$ cat config.mk
export PLATFORM = sky130hd
export DESIGN_NAME = cnvr_mac
export DESIGN_NICKNAME = d
export VERILOG_FILES = /design/src/design/cnvr_pkg.sv /design/src/design/cnvr_mac.sv
export SDC_FILE = /design/constraint.sdc
export NUM_CORES = 1
export LEC_CHECK = 0
export ABC_AREA = 0
export ABC_CLOCK_PERIOD_IN_PS = 8200
export BUFFER_PORTS_ARGS = -buffer_cell sky130_fd_sc_hd__buf_2
export CORE_AREA = 2 2 178 180
export DETAILED_ROUTE_END_ITERATION = 8
export DIE_AREA = 0 0 180 182
export PLACE_DENSITY = 0.69
export SYNTH_ARGS = -nofsm -noshare
export SYNTH_HDL_FRONTEND = slang
export SYNTH_SLANG_ARGS = --single-unit
$ cat constraint.sdc
create_clock -name clk -period 8.2 [get_ports clk]
set_input_delay 1.23 -clock clk [delete_from_list [all_inputs] [get_ports clk]]
set_output_delay 1.23 -clock clk [all_outputs]
set_load 0.03 [all_outputs]
$ cat src/design/cnvr_pkg.sv
// Shared types, constants and helper functions for the convolution engine.
// Used by every module of the block but the RAM, and by its port checker.
package cnvr_pkg;

  localparam int MAX_KERNELS_DEF  = 8;
  localparam int MAX_CHANNELS_DEF = 8;
  localparam int MAX_TAPS_DEF     = 5;
  localparam int MAX_DIM_DEF      = 32;

  localparam int DATA_W = 16;
  localparam int BIAS_W = 32;
  localparam int RES_W  = 32;
  localparam int PROD_W = 32;
  localparam int ACC_W  = 48;
  localparam int APB_AW = 5;
  localparam int APB_DW = 32;

  typedef enum logic [1:0] {
    FUNC_WEIGHT  = 2'd0,
    FUNC_BIAS    = 2'd1,
    FUNC_SAMPLE  = 2'd2,
    FUNC_COMPUTE = 2'd3
  } func_t;

  typedef enum logic [2:0] {
    REG_KERNEL_COUNT  = 3'd0,
    REG_CHANNEL_COUNT = 3'd1,
    REG_TAP_SIZE      = 3'd2,
    REG_IN_HEIGHT     = 3'd3,
    REG_IN_WIDTH      = 3'd4,
    REG_RELU_ENABLE   = 3'd5
  } reg_idx_t;

  typedef struct packed {
    logic [3:0] kernel_count;
    logic [3:0] channel_count;
    logic [2:0] tap_size;
    logic [5:0] in_height;
    logic [5:0] in_width;
    logic       relu_enable;
  } cfg_t;

  typedef struct packed {
    logic clear;
    logic mul_en;
    logic bias_add;
    logic finish;
    logic fail;
  } mac_ctrl_t;

  // Number of bits that index depth entries, at least one.
  function automatic int addr_w(input int depth);
    int w;
    w = 1;
    while ((1 << w) < depth) w++;
    return w;
  endfunction

endpackage

$ cat src/design/cnvr_mac.sv
// Shared multiply-accumulate unit with bias add, ReLU, clamping and result registers.
// Depends on cnvr_pkg for the control struct and the datapath widths.
module cnvr_mac (
  input  logic                            clk,
  input  logic                            rst,
  input  cnvr_pkg::mac_ctrl_t             ctrl,
  input  logic                            relu_enable,
  input  logic [cnvr_pkg::DATA_W-1:0]     sample,
  input  logic [cnvr_pkg::DATA_W-1:0]     weight,
  input  logic [cnvr_pkg::BIAS_W-1:0]     bias,
  output logic                            done,
  output logic [cnvr_pkg::RES_W-1:0]      conv_result,
  output logic                            status,
  output logic                            saturated
);
  import cnvr_pkg::*;

  logic signed [PROD_W-1:0] prod;
  logic                     prod_v;
  logic signed [ACC_W-1:0]  acc;
  logic signed [ACC_W-1:0]  relu_val;
  logic                     in_range;

  assign relu_val = (relu_enable && acc[ACC_W-1]) ? '0 : acc;
  assign in_range = (relu_val[ACC_W-1:RES_W-1] == '0) || (relu_val[ACC_W-1:RES_W-1] == '1);

  always_ff @(posedge clk) begin
    if (ctrl.mul_en) begin
      prod <= $signed(sample) * $signed(weight);
    end
    if (ctrl.clear) begin
      acc <= '0;
    end else if (prod_v) begin
      acc <= acc + {{(ACC_W-PROD_W){prod[PROD_W-1]}}, prod};
    end else if (ctrl.bias_add) begin
      acc <= acc + {{(ACC_W-BIAS_W){bias[BIAS_W-1]}}, bias};
    end
    if (ctrl.fail) begin
      conv_result <= '0;
      status      <= 1'b1;
      saturated   <= 1'b0;
    end else if (ctrl.finish) begin
      status    <= 1'b0;
      saturated <= !in_range;
      if (in_range) begin
        conv_result <= relu_val[RES_W-1:0];
      end else if (relu_val[ACC_W-1]) begin
        conv_result <= {1'b1, {(RES_W-1){1'b0}}};
      end else begin
        conv_result <= {1'b0, {(RES_W-1){1'b1}}};
      end
    end
    if (rst) begin
      prod_v <= 1'b0;
      done   <= 1'b0;
    end else begin
      prod_v <= ctrl.mul_en && !ctrl.clear;
      done   <= ctrl.fail || ctrl.finish;
    end
  end

endmodule

==> impl_metrics.toml, run 1 <==
[status]
outcome = "complete, no violations"

[layout]
layout-drive-gt1-share = 0.09634
layout.nets = 2392
nFillCells = 2720
insertedDiodeCount = 0
area_growth_pct = 8.384
fin_util = 0.5836

[clock_network]
clock-sinks = 116
cts_setup_buffers = 0
cts_tree = "built"
postCtsHoldBufs = 0
clockBufferDepth = 2
root_buffer = "clkbuf_16"
clk_pin_slew_ns = 0.06
cts_buffers = 17
clock_latency_ns = 0.42
cts.htree.levels = 4
postCtsResizedCells = 0

[routing]
drc_errors = 0
vias_per_cell = 5.354
finalWirelength_microns = 37440
dr.pass1.iters = 5
postRouteAntennaNets = 0
drt-wirelength-per-cell_microns = 15.98
num_vias = 12550
drt_iter0_markers = 700

[synthesis]
async_flop_share = 0
synth-compound-area-share = 0.1111
ys_ff_latch = 116
ys_warn_count = 0
synthSimpleGateAreaFrac = 0.1633
synth_top_family_by_area = "adder cells"
yosysMostFrequentCell = "inv_1"
ys_types = 67
syn_area_sq_mm = 0.01668
synth_cells = 1878
synth_nets = 2342
synthAdderAreaFrac = 0.4123
synth_edf_count = 32
yosys.area_share.xor_xnor = 0.03937
yosys-top-cells-area = "fa_1 32%, dfxtp_1 10%, ha_1 9.7%"
ys_seq_area_frac = 0.1584
synthMuxAreaShare = 0.02400
synth.avg_cell_area_sq_um = 8.884
synth_top_area_frac = 0.3156
synth_top_area_cell = "fa_1"
synth_flop_cell = "dfxtp_1"
yosys-top-cells-count = "327 x inv_1, 263 x fa_1, 205 x nand2_1, 129 x ha_1, 127 x and2_1"

[sta]
maxSlewHeadroom = 0.2986
fin_crit_ns = 7.257
drv_slew = 0
clock.fmax_ghz = 0.1378
setup_viol = 0
post-route-period-util = 0.8850
worst_pin_slew_ns = 1.052
hold_viol_final = 0
skew_ns = 0.009485
rsz0062_at_grt = "false"
tns_ns = 0

[worst_setup_path]
rr_startpoint = "prod_v"
crit_fanout = 16
crit_chain = "buf_2 -> and2_1 -> fa_1 -> inv_1 -> fa_1 -> fa_1 -> inv_1 -> fa_1 -> fa_1 -> inv_1 -> fa_1 -> inv_1 -> ha_1 -> a21o_1 -> a21oi_1 -> nor2_1 -> o41ai_1 -> a32o_1 -> o21ai_0 -> o22ai_1 -> o21ai_0 -> or4_1 -> nand3_1"
critPathLaunch = "weight[4]"
worstSetupPathType = "input pin to register"
slowest_stage = "fa_1"
max_stage_delay_ns = 0.54
crit_end = "prod[31]"
r2r-end = "acc[47]"
critical_path_required_ns = 8.48
cpMostUsedCell = "fa_1"
arrival_ns = 7.54
rrSetupSlack_ns = 3.70
cp-start-kind = "input pin"
cp-end-kind = "register"
reg2reg_depth = 14

[floorplan]
floorplan.die_area_sq_mm = 0.03276
dieWidth_microns = 180
start_util = 0.5385
coreArea_sq_mm = 0.03099
io_pins = 107
die_y_microns = 182
row_count = 65

[placement]
io_buffers = 106
finalWeightedCongestion = 0.9275
place_hpwl_microns = 30800

[min_path]
worstHoldPathCells = 1
hold_path_class = "register to register"

[global_routing]
grt_max_degree = 62
grt_overflow = 0
grt_pass1_vias = 12730
grt_first_pass_wirelength_microns = 63340
grt_usage = 0.2356
antenna_found_initial = 0

[run]
drv_cap = 0
## area by class of cell
type,instances,area (sq um),area share
timing repair buffer,110,560.5,0.03100
multi-input combinational,1356,12520,0.6925
inverter,327,1227,0.06788
clock buffer,18,450.4,0.02491
clock inverter,14,177.7,0.009825
tap,402,503.0,0.02781
sequential,116,2643,0.1461
## per-layer routing
metal / global-route usage / part of all wire
met3: 0.03249 / 0.052
met2: 0.3716 / 0.44
met1: 0.3483 / 0.50
met5: 0 / 0
met4: 0.04813 / 0.011
## metrics by stage
stage | hold WS (ns) | setup WS (ns) | cell area [sq um] | std cells
final | 0.4518 | 0.9430 | 18080 | 2343
after floorplan | 0.4495 | 1.210 | 16680 | 1878
after CTS | 0.4568 | 1.064 | 18080 | 2343
after global routing | 0.4822 | 0.6019 | 18080 | 2343
after detailed placement | 0.4418 | 0.6216 | 17460 | 2311
after global placement | 0.4317 | 0.6658 | 17460 | 2311
## worst min path at each step
stage,start,endpoint,slack [ns]
3_3_place_gp,status,status,0.43
5_1_grt,status,status,0.48
4_1_cts,status,status,0.46
6_report,status,status,0.45
3_5_place_dp,status,status,0.44
2_1_floorplan,acc[0],acc[0],0.45
## sequential cells by signal (all words and copies together) (netlist names)
name,count
saturated,1
done,1
acc,48
conv_result,32
prod,32
status,1
prod_v,1
## critical path, delay by kind of cell
family / cells / cell delay, ns
adder cells (fa/ha/maj): 7 / 3.32
AO/OA/AOI/OAI: 7 / 1.72
AND/OR/NAND/NOR: 4 / 0.87
buffers and inverters: 5 / 0.40
## cells by family (layout without fill, tap and decap cells)
family	Yosys count	after routing
AND/OR/NAND/NOR	562	562
buffers and inverters	406	469
adder cells (fa/ha/maj)	392	392
AO/OA/AOI/OAI	291	291
flip-flops	116	116
XOR/XNOR	75	75
multiplexers	36	36
## layout by cell type (no fill, tap or decap), types with 12 or more instances in the layout
cell type / instances
a21o_1: 38
and3_1: 15
buf_2: 106
edfxtp_1: 32
ha_1: 129
nand2_1: 205
xor2_1: 23
a211oi_1: 21
inv_1: 327
fa_1: 263
xnor2_1: 52
nand4_1: 14
mux2_2: 31
o21ai_0: 30
nand3_1: 13
a21oi_1: 123
nor2_1: 87
clkbuf_16: 18
and2_1: 127
dfxtp_1: 84
a31oi_1: 12
nor3_1: 52
Power of run 1 is left out: the tool's default activity adds up to more than one toggle a clock period on the data nets, which glitch-free logic cannot reach.
==> inputs of run 2 (changes only) <==
--- a/config.mk
+++ b/config.mk
@@ -9,6 +9,7 @@
 export ABC_CLOCK_PERIOD_IN_PS = 8200
 export BUFFER_PORTS_ARGS = -buffer_cell sky130_fd_sc_hd__buf_2
 export CORE_AREA = 2 2 178 180
+export CTS_BUF_LIST = sky130_fd_sc_hd__clkbuf_8
 export DETAILED_ROUTE_END_ITERATION = 8
 export DIE_AREA = 0 0 180 182
 export PLACE_DENSITY = 0.69
==> run 2 against run 1 <==
Net effect: flip-flop and latch count unchanged; critical endpoint unchanged; highest routed layer unchanged; first-iteration DRC count down 1.0%; cell area down 1.0%; routed wire length about the same; sequential share of layout area up 0.15 points; utilization down 0.60 points; register-to-register slack better by 0.05 ns.
==> impl_metrics.toml, run 2 (synthesized netlist as in run 1, its figures left out) <==
[global_routing]
antenna_found_initial = 0
grt_max_degree = 62
grt_pass1_vias = 12710
grt_usage = 0.2356
grt_first_pass_wirelength_microns = 63230
grt_overflow = 0

[clock_network]
clock_latency_ns = 0.45
postCtsHoldBufs = 0
cts_setup_buffers = 0
cts_tree = "built"
clock-sinks = 116
cts_buffers = 17
clockBufferDepth = 2
cts.htree.levels = 4
root_buffer = "clkbuf_8"
clk_pin_slew_ns = 0.09
postCtsResizedCells = 0

[worst_setup_path]
max_stage_delay_ns = 0.54
critical_path_required_ns = 8.51
arrival_ns = 7.54
crit_end = "prod[31]"
crit_fanout = 16
r2r-end = "acc[47]"
cp-start-kind = "input pin"
rr_startpoint = "prod_v"
cp-end-kind = "register"
cpMostUsedCell = "fa_1"
crit_chain = "buf_2 -> and2_1 -> fa_1 -> inv_1 -> fa_1 -> fa_1 -> inv_1 -> fa_1 -> fa_1 -> inv_1 -> fa_1 -> inv_1 -> ha_1 -> a21o_1 -> a21oi_1 -> nor2_1 -> o41ai_1 -> a32o_1 -> o21ai_0 -> o22ai_1 -> o21ai_0 -> or4_1 -> nand3_1"
rrSetupSlack_ns = 3.75
slowest_stage = "fa_1"
worstSetupPathType = "input pin to register"
critPathLaunch = "weight[4]"
reg2reg_depth = 14

[layout]
fin_util = 0.5776
largest_reg_flops = 48
top_regs = "acc x48, conv_result x32, prod x32"
largest_register = "acc"
layout.nets = 2392
insertedDiodeCount = 0
fin_area_sq_mm = 0.01790
layout-drive-gt1-share = 0.09634
layout_commonest_cell = "inv_1"
final_cell_mix = "327 x inv_1, 263 x fa_1, 205 x nand2_1"
area_growth_pct = 7.267

[routing]
postRouteAntennaNets = 0
finalWirelength_microns = 37430
drt_iter0_markers = 693
drc_errors = 0
drt-wirelength-per-cell_microns = 15.98
dr.pass1.iters = 5
vias_per_cell = 5.356
num_vias = 12550

[floorplan]
io_pins = 107
row_count = 65
start_util = 0.5385
dieWidth_microns = 180
die_y_microns = 182
floorplan.die_area_sq_mm = 0.03276
coreArea_sq_mm = 0.03099

[sta]
post-route-period-util = 0.8823
tns_ns = 0
setup_viol = 0
hold_viol_final = 0
fin_crit_ns = 7.235
rsz0062_at_grt = "false"
skew_ns = 0.01348
drv_slew = 0
maxSlewHeadroom = 0.2987
worst_pin_slew_ns = 1.052
clock.fmax_ghz = 0.1382

[placement]
io_buffers = 106
place_hpwl_microns = 30800
placed_area_sq_mm = 0.01746
finalWeightedCongestion = 0.9275

[status]
outcome = "complete, no violations"

[min_path]
hold_path_class = "register to register"
worstHoldPathCells = 1

[run]
drv_cap = 0
-- run 2: cell count changes in the layout (fill, tap and decap cells not counted) --
cell / delta
clkbuf_8: +17
bufinv_16: +1
clkbuf_16: -18
-- run 2: routing by layer --
| layer | global-route usage | vias up | share of wire |
|---|---|---|---|
| met2 | 0.3697 | 346 | 0.44 |
| li1 | - | 6112 | - |
| met3 | 0.03630 | 34 | 0.053 |
| met5 | 0 | - | 0 |
| met4 | 0.04748 | 0 | 0.012 |
| met1 | 0.3477 | 6058 | 0.50 |
-- run 2: critical path, delay by kind of cell --
kind | cells | cell delay (ns)
AO/OA/AOI/OAI | 7 | 1.72
AND/OR/NAND/NOR | 4 | 0.87
buffers and inverters | 5 | 0.40
adder cells (fa/ha/maj) | 7 | 3.32
-- run 2: per-stage QoR --
stage          hold WS (ns)  setup WS, ns  instances
2_1_floorplan        0.4495         1.210       1878
3_3_place_gp         0.4317        0.6658       2311
3_5_place_dp         0.4418        0.6216       2311
4_1_cts              0.4623         1.106       2343
5_1_grt              0.4892        0.6474       2343
6_report             0.4583        0.9654       2343
-- run 2: final cells by class --
| class | instances | area, sq um |
|---|---|---|
| clock inverters | 15 | 207.7 |
| flip-flops and latches | 116 | 2643 |
| fillers | 2772 | 13090 |
| multi-input cells | 1356 | 12520 |
| well taps | 402 | 503.0 |
| inverters | 327 | 1227 |
| clock buffers | 17 | 234.0 |
| repair buffers | 110 | 560.5 |
-- run 2: worst min-delay path by stage --
| stage | end | start | slack [ns] |
|---|---|---|---|
| finish | status | status | 0.46 |
| global route | status | status | 0.49 |
| CTS | status | status | 0.46 |
| detailed placement | status | status | 0.44 |
| global placement | status | status | 0.43 |
| floorplan | acc[0] | acc[0] | 0.45 |
Power of run 2 is left out for the same reason.
