### src/design/cnvr_pkg.sv
// Shared types, constants and helper functions for the convolution engine.
// Used by every module of the block but the RAM, and by its port checker.
package cnvr_pkg;

  localparam int MAX_KERNELS_DEF  = 8;
  localparam int MAX_CHANNELS_DEF = 8;
  localparam int MAX_TAPS_DEF     = 5;
  localparam int MAX_DIM_DEF      = 32;

  localparam int DATA_W = 16;
  localparam int BIAS_W = 32;
  localparam int RES_W  = 32;
  localparam int PROD_W = 32;
  localparam int ACC_W  = 48;
  localparam int APB_AW = 5;
  localparam int APB_DW = 32;

  typedef enum logic [1:0] {
    FUNC_WEIGHT  = 2'd0,
    FUNC_BIAS    = 2'd1,
    FUNC_SAMPLE  = 2'd2,
    FUNC_COMPUTE = 2'd3
  } func_t;

  typedef enum logic [2:0] {
    REG_KERNEL_COUNT  = 3'd0,
    REG_CHANNEL_COUNT = 3'd1,
    REG_TAP_SIZE      = 3'd2,
    REG_IN_HEIGHT     = 3'd3,
    REG_IN_WIDTH      = 3'd4,
    REG_RELU_ENABLE   = 3'd5
  } reg_idx_t;

  typedef struct packed {
    logic [3:0] kernel_count;
    logic [3:0] channel_count;
    logic [2:0] tap_size;
    logic [5:0] in_height;
    logic [5:0] in_width;
    logic       relu_enable;
  } cfg_t;

  typedef struct packed {
    logic clear;
    logic mul_en;
    logic bias_add;
    logic finish;
    logic fail;
  } mac_ctrl_t;

  // Number of bits that index depth entries, at least one.
  function automatic int addr_w(input int depth);
    int w;
    w = 1;
    while ((1 << w) < depth) w++;
    return w;
  endfunction

endpackage

### src/design/cnvr_seq.sv
// Sequencer that checks a compute word, walks channels and taps, and drives the MAC unit.
// Depends on cnvr_pkg for the configuration and control structs.
module cnvr_seq #(
  parameter int MAX_KERNELS  = cnvr_pkg::MAX_KERNELS_DEF,
  parameter int MAX_CHANNELS = cnvr_pkg::MAX_CHANNELS_DEF,
  parameter int MAX_TAPS     = cnvr_pkg::MAX_TAPS_DEF,
  parameter int MAX_DIM      = cnvr_pkg::MAX_DIM_DEF,
  localparam int S_AW = cnvr_pkg::addr_w(MAX_CHANNELS * MAX_DIM * MAX_DIM),
  localparam int W_AW = cnvr_pkg::addr_w(MAX_KERNELS * MAX_CHANNELS * MAX_TAPS * MAX_TAPS),
  localparam int B_AW = cnvr_pkg::addr_w(MAX_KERNELS * MAX_DIM * MAX_DIM)
) (
  input  logic                clk,
  input  logic                rst,
  input  logic                go,
  input  logic [2:0]          kernel_index,
  input  logic [4:0]          row,
  input  logic [4:0]          col,
  input  cnvr_pkg::cfg_t      cfg,
  output logic                busy,
  output cnvr_pkg::mac_ctrl_t ctrl,
  output logic [S_AW-1:0]     s_raddr,
  output logic [W_AW-1:0]     w_raddr,
  output logic [B_AW-1:0]     b_raddr
);
  import cnvr_pkg::*;

  localparam int CH_W  = addr_w(MAX_CHANNELS);
  localparam int TAP_W = addr_w(MAX_TAPS);

  typedef enum logic [2:0] {
    S_IDLE, S_CHECK, S_RUN, S_DRAIN_A, S_DRAIN_B, S_BIAS, S_FINISH
  } state_t;

  state_t           state;
  logic [2:0]       k;
  logic [4:0]       r;
  logic [4:0]       c;
  logic [CH_W-1:0]  ci;
  logic [TAP_W-1:0] ty;
  logic [TAP_W-1:0] tx;
  logic             rd_v;
  logic             bad;
  logic             x_last;
  logic             y_last;
  logic             c_last;
  logic [31:0]      s_full;
  logic [31:0]      w_full;
  logic [31:0]      b_full;
  int               kc, cc, ts, ih, iw;

  always_comb begin
    kc  = int'(cfg.kernel_count);
    cc  = int'(cfg.channel_count);
    ts  = int'(cfg.tap_size);
    ih  = int'(cfg.in_height);
    iw  = int'(cfg.in_width);
    bad = (kc < 1) || (kc > MAX_KERNELS) || (cc < 1) || (cc > MAX_CHANNELS) ||
          (ts < 1) || (ts > MAX_TAPS) || (ih < 1) || (ih > MAX_DIM) ||
          (iw < 1) || (iw > MAX_DIM) || (ts > ih) || (ts > iw) ||
          (int'(k) >= kc) || (int'(r) > ih - ts) || (int'(c) > iw - ts);
  end

  assign x_last = (int'(tx) == int'(cfg.tap_size) - 1);
  assign y_last = (int'(ty) == int'(cfg.tap_size) - 1);
  assign c_last = (int'(ci) == int'(cfg.channel_count) - 1);

  assign s_full = 32'((int'(ci) * MAX_DIM + int'(r) + int'(ty)) * MAX_DIM + int'(c) + int'(tx));
  assign w_full = 32'(((int'(k) * MAX_CHANNELS + int'(ci)) * MAX_TAPS + int'(ty)) * MAX_TAPS
                      + int'(tx));
  assign b_full = 32'((int'(k) * MAX_DIM + int'(r)) * MAX_DIM + int'(c));
  assign s_raddr = s_full[S_AW-1:0];
  assign w_raddr = w_full[W_AW-1:0];
  assign b_raddr = b_full[B_AW-1:0];

  assign busy          = (state != S_IDLE);
  assign ctrl.clear    = (state == S_CHECK);
  assign ctrl.mul_en   = rd_v;
  assign ctrl.bias_add = (state == S_BIAS);
  assign ctrl.finish   = (state == S_FINISH);
  assign ctrl.fail     = (state == S_CHECK) && bad;

  always_ff @(posedge clk) begin
    if (rst) begin
      state <= S_IDLE;
      rd_v  <= 1'b0;
    end else begin
      rd_v <= (state == S_RUN);
      case (state)
        S_IDLE: begin
          if (go) begin
            k     <= kernel_index;
            r     <= row;
            c     <= col;
            state <= S_CHECK;
          end
        end
        S_CHECK: begin
          ci    <= '0;
          ty    <= '0;
          tx    <= '0;
          state <= bad ? S_IDLE : S_RUN;
        end
        S_RUN: begin
          if (!x_last) begin
            tx <= tx + 1'b1;
          end else begin
            tx <= '0;
            if (!y_last) begin
              ty <= ty + 1'b1;
            end else begin
              ty <= '0;
              if (!c_last) begin
                ci <= ci + 1'b1;
              end else begin
                state <= S_DRAIN_A;
              end
            end
          end
        end
        S_DRAIN_A: state <= S_DRAIN_B;
        S_DRAIN_B: state <= S_BIAS;
        S_BIAS:    state <= S_FINISH;
        S_FINISH:  state <= S_IDLE;
        default:   state <= S_IDLE;
      endcase
    end
  end

endmodule

### config.mk
export PLATFORM = sky130hd
export DESIGN_NAME = cnvr_seq
export DESIGN_NICKNAME = d
export VERILOG_FILES = /design/src/design/cnvr_pkg.sv /design/src/design/cnvr_seq.sv
export SDC_FILE = /design/constraint.sdc
export NUM_CORES = 1
export LEC_CHECK = 0
export BUFFER_PORTS_ARGS = -buffer_cell sky130_fd_sc_hd__buf_4
export CAP_MARGIN = 25
export CORE_AREA = 5 5 83 85
export CTS_BUF_LIST = sky130_fd_sc_hd__clkbuf_4
export CTS_CLUSTER_SIZE = 16
export DETAILED_ROUTE_END_ITERATION = 16
export DIE_AREA = 0 0 88 90
export PLACE_DENSITY = 0.85
export SYNTH_ARGS = -nofsm -noshare
export SYNTH_HDL_FRONTEND = slang
export SYNTH_SLANG_ARGS = --single-unit
### constraint.sdc
create_clock -name clk -period 5.6 [get_ports clk]
set_input_delay 0.84 -clock clk [delete_from_list [all_inputs] [get_ports clk]]
set_output_delay 0.84 -clock clk [all_outputs]
set_load 0.02 [all_outputs]
==> results of run 1 <==
-- per-layer routing --
metal | GRT usage | wire, µm | vias up
li1 | - | - | 1439
met1 | 0.226 | 3060 | 1322
met2 | 0.364 | 3910 | 70
met3 | 0.0384 | 440 | 2
met4 | 0.0192 | 26 | 0
met5 | 0 | 0 | -
-- report_power, final --
group	internal, mW	leakage (nW)	total [mW]	switching [mW]
sequential	0.217	0.238	0.226	0.00940
clock	0.0723	0.0279	0.130	0.0574
combinational	0.250	1.73	0.540	0.291
-- cells in the mapped netlist, drive strengths merged (2+ instances only) --
master,instances
ha,75
nor2,32
inv,30
xnor2,29
edfxtp,22
a21oi,21
nand2,18
xor2,18
nor3,11
a21o,9
nand4,7
fa,6
nand3,6
o21ai,6
and2,5
and3,5
nor2b,5
dfxtp,4
nand2b,3
nand3b,3
nor3b,3
nor4,3
o31ai,3
a211oi,2
a31oi,2
mux2i,2
o21a,2
o21bai,2
o41ai,2
or3,2
-- sequential cells by signal, indices dropped and copies added, names as in the netlist --
name	cells
c	5
r	5
ci	3
k	3
state	3
tx	3
ty	3
rd_v	1
-- worst max path at each step --
stage | to | cells past startpoint | slack [ns]
after floorplan | w_raddr[10] | 15 | 0.84
after global placement | w_raddr[10] | 13 | 0.67
after detailed placement | w_raddr[10] | 13 | 0.59
after CTS | w_raddr[10] | 13 | 0.18
after global routing | w_raddr[10] | 16 | 0.05
final | w_raddr[10] | 16 | 0.31
-- what timing repair did --
action / 4_1_cts / 5_1_grt
resized for setup: 0 / 1
setup endpoints to repair: 0 / 1
buffers inserted: 0 / 3
-- worst max-delay path, cell delays in order (launching register included) --
cell,delay [ns]
edfxtp_1,0.54
ha_1,0.32
ha_1,0.32
fa_1,0.47
a21o_1,0.18
a21oi_1,0.22
o21bai_1,0.09
a21oi_1,0.18
xnor2_1,0.18
ha_1,0.28
ha_1,0.21
ha_1,0.34
a21o_1,0.20
a21oi_1,0.12
o21ai_0,0.12
xnor2_1,0.18
buf_4,0.16
-- kinds of logic after synthesis --
| logic type | share of synthesized area |
|---|---|
| and+or+nand+nor | 0.172 |
| adders and majority gates | 0.319 |
| AOI/OAI and AO/OA | 0.117 |
| xor gates and xnor gates | 0.126 |
| buffers and inverters | 0.0362 |
| DFF | 0.223 |
| muxes | 0.00604 |
-- final cells by class --
cell class / count / area share
Clock buffer: 3 / 0.00550
Clock inverter: 1 / 0.00733
Inverter: 30 / 0.0275
Multi-Input combinational cell: 294 / 0.601
Sequential cell: 26 / 0.181
Tap cell: 77 / 0.0235
Timing Repair Buffer: 84 / 0.154
==> key figures, run 1 <==
Run status
  • Status: finished clean

Hold path
  • Min-delay src: state[2]
  • Worst Hold End: state[2]
  • Cell depth of the worst hold path: 2
  • Tightest Hold Check Type: reg -> reg

Floorplan
  • Die area: 0.00792 mm²
  • DIE WIDTH: 88 µm
  • Starting Density: 0.541
  • Std cell rows: 29
  • Die Y: 90 µm
  • I/O pins: 83
  • Core area: 0.00613 mm²

Cells and area
  • Area growth from synthesis to layout: 23.5%
  • Most frequent cells in the layout: buf_4, ha_1, inv_1, nor2_1, xnor2_1
  • Layout Cells excl Fill: 515
  • Layout cells sized above 1: 0.226
  • # diodes: 0
  • Reg area: ~740 µm²
  • Post-layout util: 0.668
  • Fin area: 0.00410 mm²
  • Commonest non-fill, non-tap cell in the layout: buf_4
  • Area of the multi-input gates: 0.00246 mm²
  • NumNets Final: 560
  • Fill cells: 520

Setup path
  • R2r worst-path depth: 4
  • CP startpoint kind: register
  • Worst setup EP type: output port
  • Worst R2R Start: tx[2]
  • Worst reg-to-reg setup slack: 3.42 ns
  • Reg2reg end: ci[2]
  • WS Path Type: reg -> out
  • Beginning of the critical path: ci[2]
  • Max Fanout on Critical Path: 6
  • WP data arrival: 4.45 ns
  • CP required: 4.76 ns

Global routing
  • Total GRT Usage: 0.193
  • Global-route wire length before repair: roughly 13000 µm
  • Largest net degree at the start of global routing: 16
  • Initial antenna violation count: 0
  • Vias in the first global route: roughly 3000
  • Grt ovf: 0

Yosys
  • Sequential cell area fraction in the yosys report: 0.223
  • Synth cell types: 50
  • Syn_nets: approximately 470
  • Syn Std Cell Area: 0.00332 mm²
  • Synth top area cells: ha_1, edfxtp_1, xnor2_1
  • Synth top area share: 0.283
  • Synthesis Warnings: 0
  • Most used DFF post-synth: edfxtp_1
  • Mean Syn Cell Area: 9.45 µm²
  • Post-synth EDFFs: 22
  • #FFs+latches synth: 26
  • Syn Inst Count: approximately 350
  • Asr flop ratio synth: 0
  • Synth area leader: ha_1

Drt
  • Final wirelength: approximately 7400 µm
  • DR pass1 iterations: 4
  • DRC violations left: 0
  • Vias: 2833
  • Routed wire per std cell: 14.5 µm
  • DR iter-0 viols: 75
  • Vias per inst: 5.50
  • Post-DRT Antenna Nets: 0

Placed design
  • Post-DP HPWL: 6440 µm
  • Post-Place Setup Slack: roughly 0.59 ns
  • Placed Area: roughly 0.004 mm²
  • RePlAce Congestion: ~0.86
  • Post-Place Cells: 508
  • I/O Buffers: 81

STA
  • Max-slew violations: 0
  • Worst slew margin: 0.592
  • FMAX: 189 MHz
  • Final hold vios: 0
  • Final setup margin: roughly 0.31 ns
  • Fin Setup TNS: 0 ns
  • Final setup vio count: 0
  • Minimum clock period: approximately 5.3 ns
  • RSZ-0062 raised after global routing: no
  • Final Cycle Share: 0.945
  • Clock skew: 0.00958 ns
  • Worst hold slack: 0.536 ns
  • Worst slew pin tran: 0.612 ns

Power and ir drop
  • Final Power: approximately 0.9 mW
  • Peak supply drop: around 310 µV
  • Power Density: 219 mW/mm²
  • Leakage: roughly 2 nW

Clock tree
  • CTS root buffer: clkbuf_4
  • Clk_lat worst skew: between 0.3 and 0.4 ns
  • CTS Buf Count: 3
  • CTS Buffer Depth: 2
  • Reg clk slew, reported paths: around 0.15 ns
  • CTS sink cnt: 26
  • CTS tree: yes
  • H-Tree Depth: 1
  • Hold_buf cts: 0

Flow run
  • Max_cap viols: 0
Power figures use the tool's default switching activity.
==> run 2: changes to the inputs <==
--- a/config.mk
+++ b/config.mk
@@ -7,3 +7,3 @@
 export LEC_CHECK = 0
-export BUFFER_PORTS_ARGS = -buffer_cell sky130_fd_sc_hd__buf_4
+export BUFFER_PORTS_ARGS = -buffer_cell sky130_fd_sc_hd__buf_2
 export CAP_MARGIN = 25
@@ -14,2 +14,3 @@
 export DIE_AREA = 0 0 88 90
+export GPL_TIMING_DRIVEN = 0
 export PLACE_DENSITY = 0.85
--- a/constraint.sdc
+++ b/constraint.sdc
@@ -3,2 +3,2 @@
 set_output_delay 0.84 -clock clk [all_outputs]
-set_load 0.02 [all_outputs]
+set_load 0.1 [all_outputs]
==> key figures, run 2 (synthesis gave the netlist of run 1 again) <==
STA
  • RSZ-0062 raised after global routing: no
  • Worst slew margin: 0.584 (-0.00818)
  • Max-slew violations: 0 (unchanged)
  • Fin Setup TNS: 0 ns (unchanged)
  • Final setup margin: 0.313 ns (+0.00240 ns)
  • Clock skew: 0.00471 ns (-0.00487 ns)
  • Final hold vios: 0 (unchanged)
  • FMAX: 189 MHz (about the same)
  • Minimum clock period: 5.29 ns (-0.00240 ns)
  • Final Cycle Share: 0.944 (about the same)
  • Worst slew pin tran: 0.624 ns (+0.0123 ns)
  • Final setup vio count: 0 (unchanged)
  • Worst hold slack: 0.543 ns (+0.00640 ns)

Setup path
  • CP required: 4.76 ns (about the same)
  • Reg2reg end: ci[1]
  • Worst R2R Start: tx[2]
  • WP data arrival: 4.45 ns (about the same)
  • Worst reg-to-reg setup slack: 3.35 ns (-0.07 ns)
  • Worst setup EP type: output port
  • Max Fanout on Critical Path: 4 (-2)
  • CP startpoint kind: register
  • End point of the critical path: w_raddr[9]
  • R2r worst-path depth: 4 (unchanged)
  • Beginning of the critical path: ci[2]
  • WS Path Type: reg -> out

Cells and area
  • NumNets Final: 565 (+0.89%)
  • Area of the multi-input gates: 0.00251 mm² (+2.1%)
  • Layout cells sized above 1: 0.248 (+0.0223)
  • Fill cells: 527 (+1.3%)
  • Area growth from synthesis to layout: 19.7%
  • Fin area: 0.00397 mm² (-3.1%)
  • Most frequent cells in the layout: buf_2, ha_1, inv_1, nor2_1, xnor2_1
  • Commonest non-fill, non-tap cell in the layout: buf_2
  • Largest regs: c (5), r (5)
  • Post-layout util: 0.647 (-0.0204)
  • Reg area: 741 µm² (unchanged)
  • # diodes: 0 (unchanged)

Global routing
  • Initial antenna violation count: 0 (unchanged)
  • Vias in the first global route: 2977 (+0.51%)
  • Total GRT Usage: 0.196 (+0.00308)
  • Largest net degree at the start of global routing: 15 (-1)
  • Grt ovf: 0 (unchanged)
  • Global-route wire length before repair: 12700 µm (+0.83%)

Clock tree
  • Clk_lat worst skew: 0.33 ns (about the same)
  • CTS Buf Count: 3 (unchanged)
  • CTS Buffer Depth: 2 (unchanged)
  • H-Tree Depth: 1 (unchanged)
  • Reg clk slew, reported paths: 0.15 ns (about the same)
  • CTS tree: yes
  • CTS sink cnt: 26 (unchanged)
  • CTS root buffer: clkbuf_4

Placed design
  • Post-DP HPWL: 6580 µm (+2.2%)
  • Placed Area: 0.00385 mm² (-4.0%)
  • RePlAce Congestion: 0.843 (-2.2%)
  • Post-Place Setup Slack: 0.201 ns (-0.387 ns)
  • I/O Buffers: 81 (unchanged)

Drt
  • DRC violations left: 0 (unchanged)
  • Final wirelength: 7600 µm (+2.2%)
  • Vias: 2889 (+2.0%)
  • Vias per inst: 5.56 (+1.0%)
  • Routed wire per std cell: 14.6 µm (+1.2%)
  • Post-DRT Antenna Nets: 0 (unchanged)
  • DR pass1 iterations: 4 (unchanged)
  • DR iter-0 viols: 78 (+4.0%)

Power and ir drop
  • Net load switching power: 0.760 mW (+110%)
  • Comb power frac: 0.750 (+0.147)
  • Peak supply drop: 569 µV (+82%)
  • Sw frac: 0.613 (+0.214)
  • Leakage: 1.97 nW (-1.1%)
  • Part of the power in registers: 0.182 (-0.070)
  • Internal Power: 0.480 mW (-11%)
  • Power Density: 312 mW/mm² (+43%)
  • Clock network fraction of total power: 0.068 (-0.077)

Flow run
  • Max_cap viols: 0 (unchanged)

Hold path
  • Tightest Hold Check Type: reg -> reg

Floorplan
  • Core area: 0.00613 mm² (unchanged)
  • I/O pins: 83 (unchanged)
  • Die Y: 90 µm (unchanged)
  • Die area: 0.00792 mm² (unchanged)
  • DIE WIDTH: 88 µm (unchanged)
  • Std cell rows: 29 (unchanged)
  • Starting Density: 0.541 (unchanged)

Run status
  • Status: finished clean
[run 2: cell types whose count changed in the layout (fill, tap and decap cells not counted), sizes merged]
cell and change:
buf +5, bufinv -1, clkinv +1
[run 2: worst min path at each step]
stage	from	slack, ns	endpoint	cells past startpoint
after floorplan	state[2]	0.49	state[2]	2
after global placement	state[2]	0.52	state[2]	2
after detailed placement	state[2]	0.53	state[2]	2
after CTS	state[2]	0.55	state[2]	2
after global routing	state[2]	0.58	state[2]	2
final	state[2]	0.54	state[2]	2
[run 2: area by class of cell]
class                           count  share of cell area
Sequential cell                    26               0.187
Tap cell                           77              0.0243
Clock buffer                        3             0.00567
Buffer                              1             0.00189
Timing Repair Buffer               88               0.119
Clock inverter                      1            0.000945
Multi-Input combinational cell    294               0.633
Inverter                           30              0.0284
[run 2: timing repair]
item | 4_1_cts | 5_1_grt
endpoints found under the setup margin | 3 | 4
setup buffers | 0 | 7
hold endpoints to repair | 0 | 0
hold buffers | 0 | 0
gates resized for setup | 5 | 6
pin swaps | 0 | 0
[run 2: metal layers]
metal	track usage	wire length, µm	vias up
li1	-	-	1454
met1	0.215	2920	1344
met2	0.368	3980	76
met3	0.0420	557	15
met4	0.0524	153	0
met5	0	0	-
[run 2: worst max-delay path, stage by stage, from the launching register on]
cell and delay (ns):
edfxtp_1 0.48, ha_1 0.31, ha_1 0.32, fa_1 0.53, ha_1 0.32, ha_1 0.32, fa_1 0.48, a21o_1 0.21
a21oi_1 0.22, o21ai_1 0.14, o41ai_2 0.33, xnor2_2 0.15, buf_4 0.30
[run 2: power groups by stage]
stage	Sequential, mW	Clock (mW)	Combinational [mW]
final	0.226	0.0845	0.930
after global placement	0.231	0	0.887
after floorplan	0.256	0	0.743
after CTS	0.226	0.0841	0.921
after global routing	0.227	0.0943	0.992
after detailed placement	0.231	0	0.904
[run 2: through the flow]
| stage | std cells | total power, mW |
|---|---|---|
| finish | 520 | 1.24 |
| global placement | 509 | 1.12 |
| CTS | 513 | 1.23 |
| floorplan | 351 | 0.999 |
| global route | 520 | 1.31 |
| detailed placement | 509 | 1.13 |
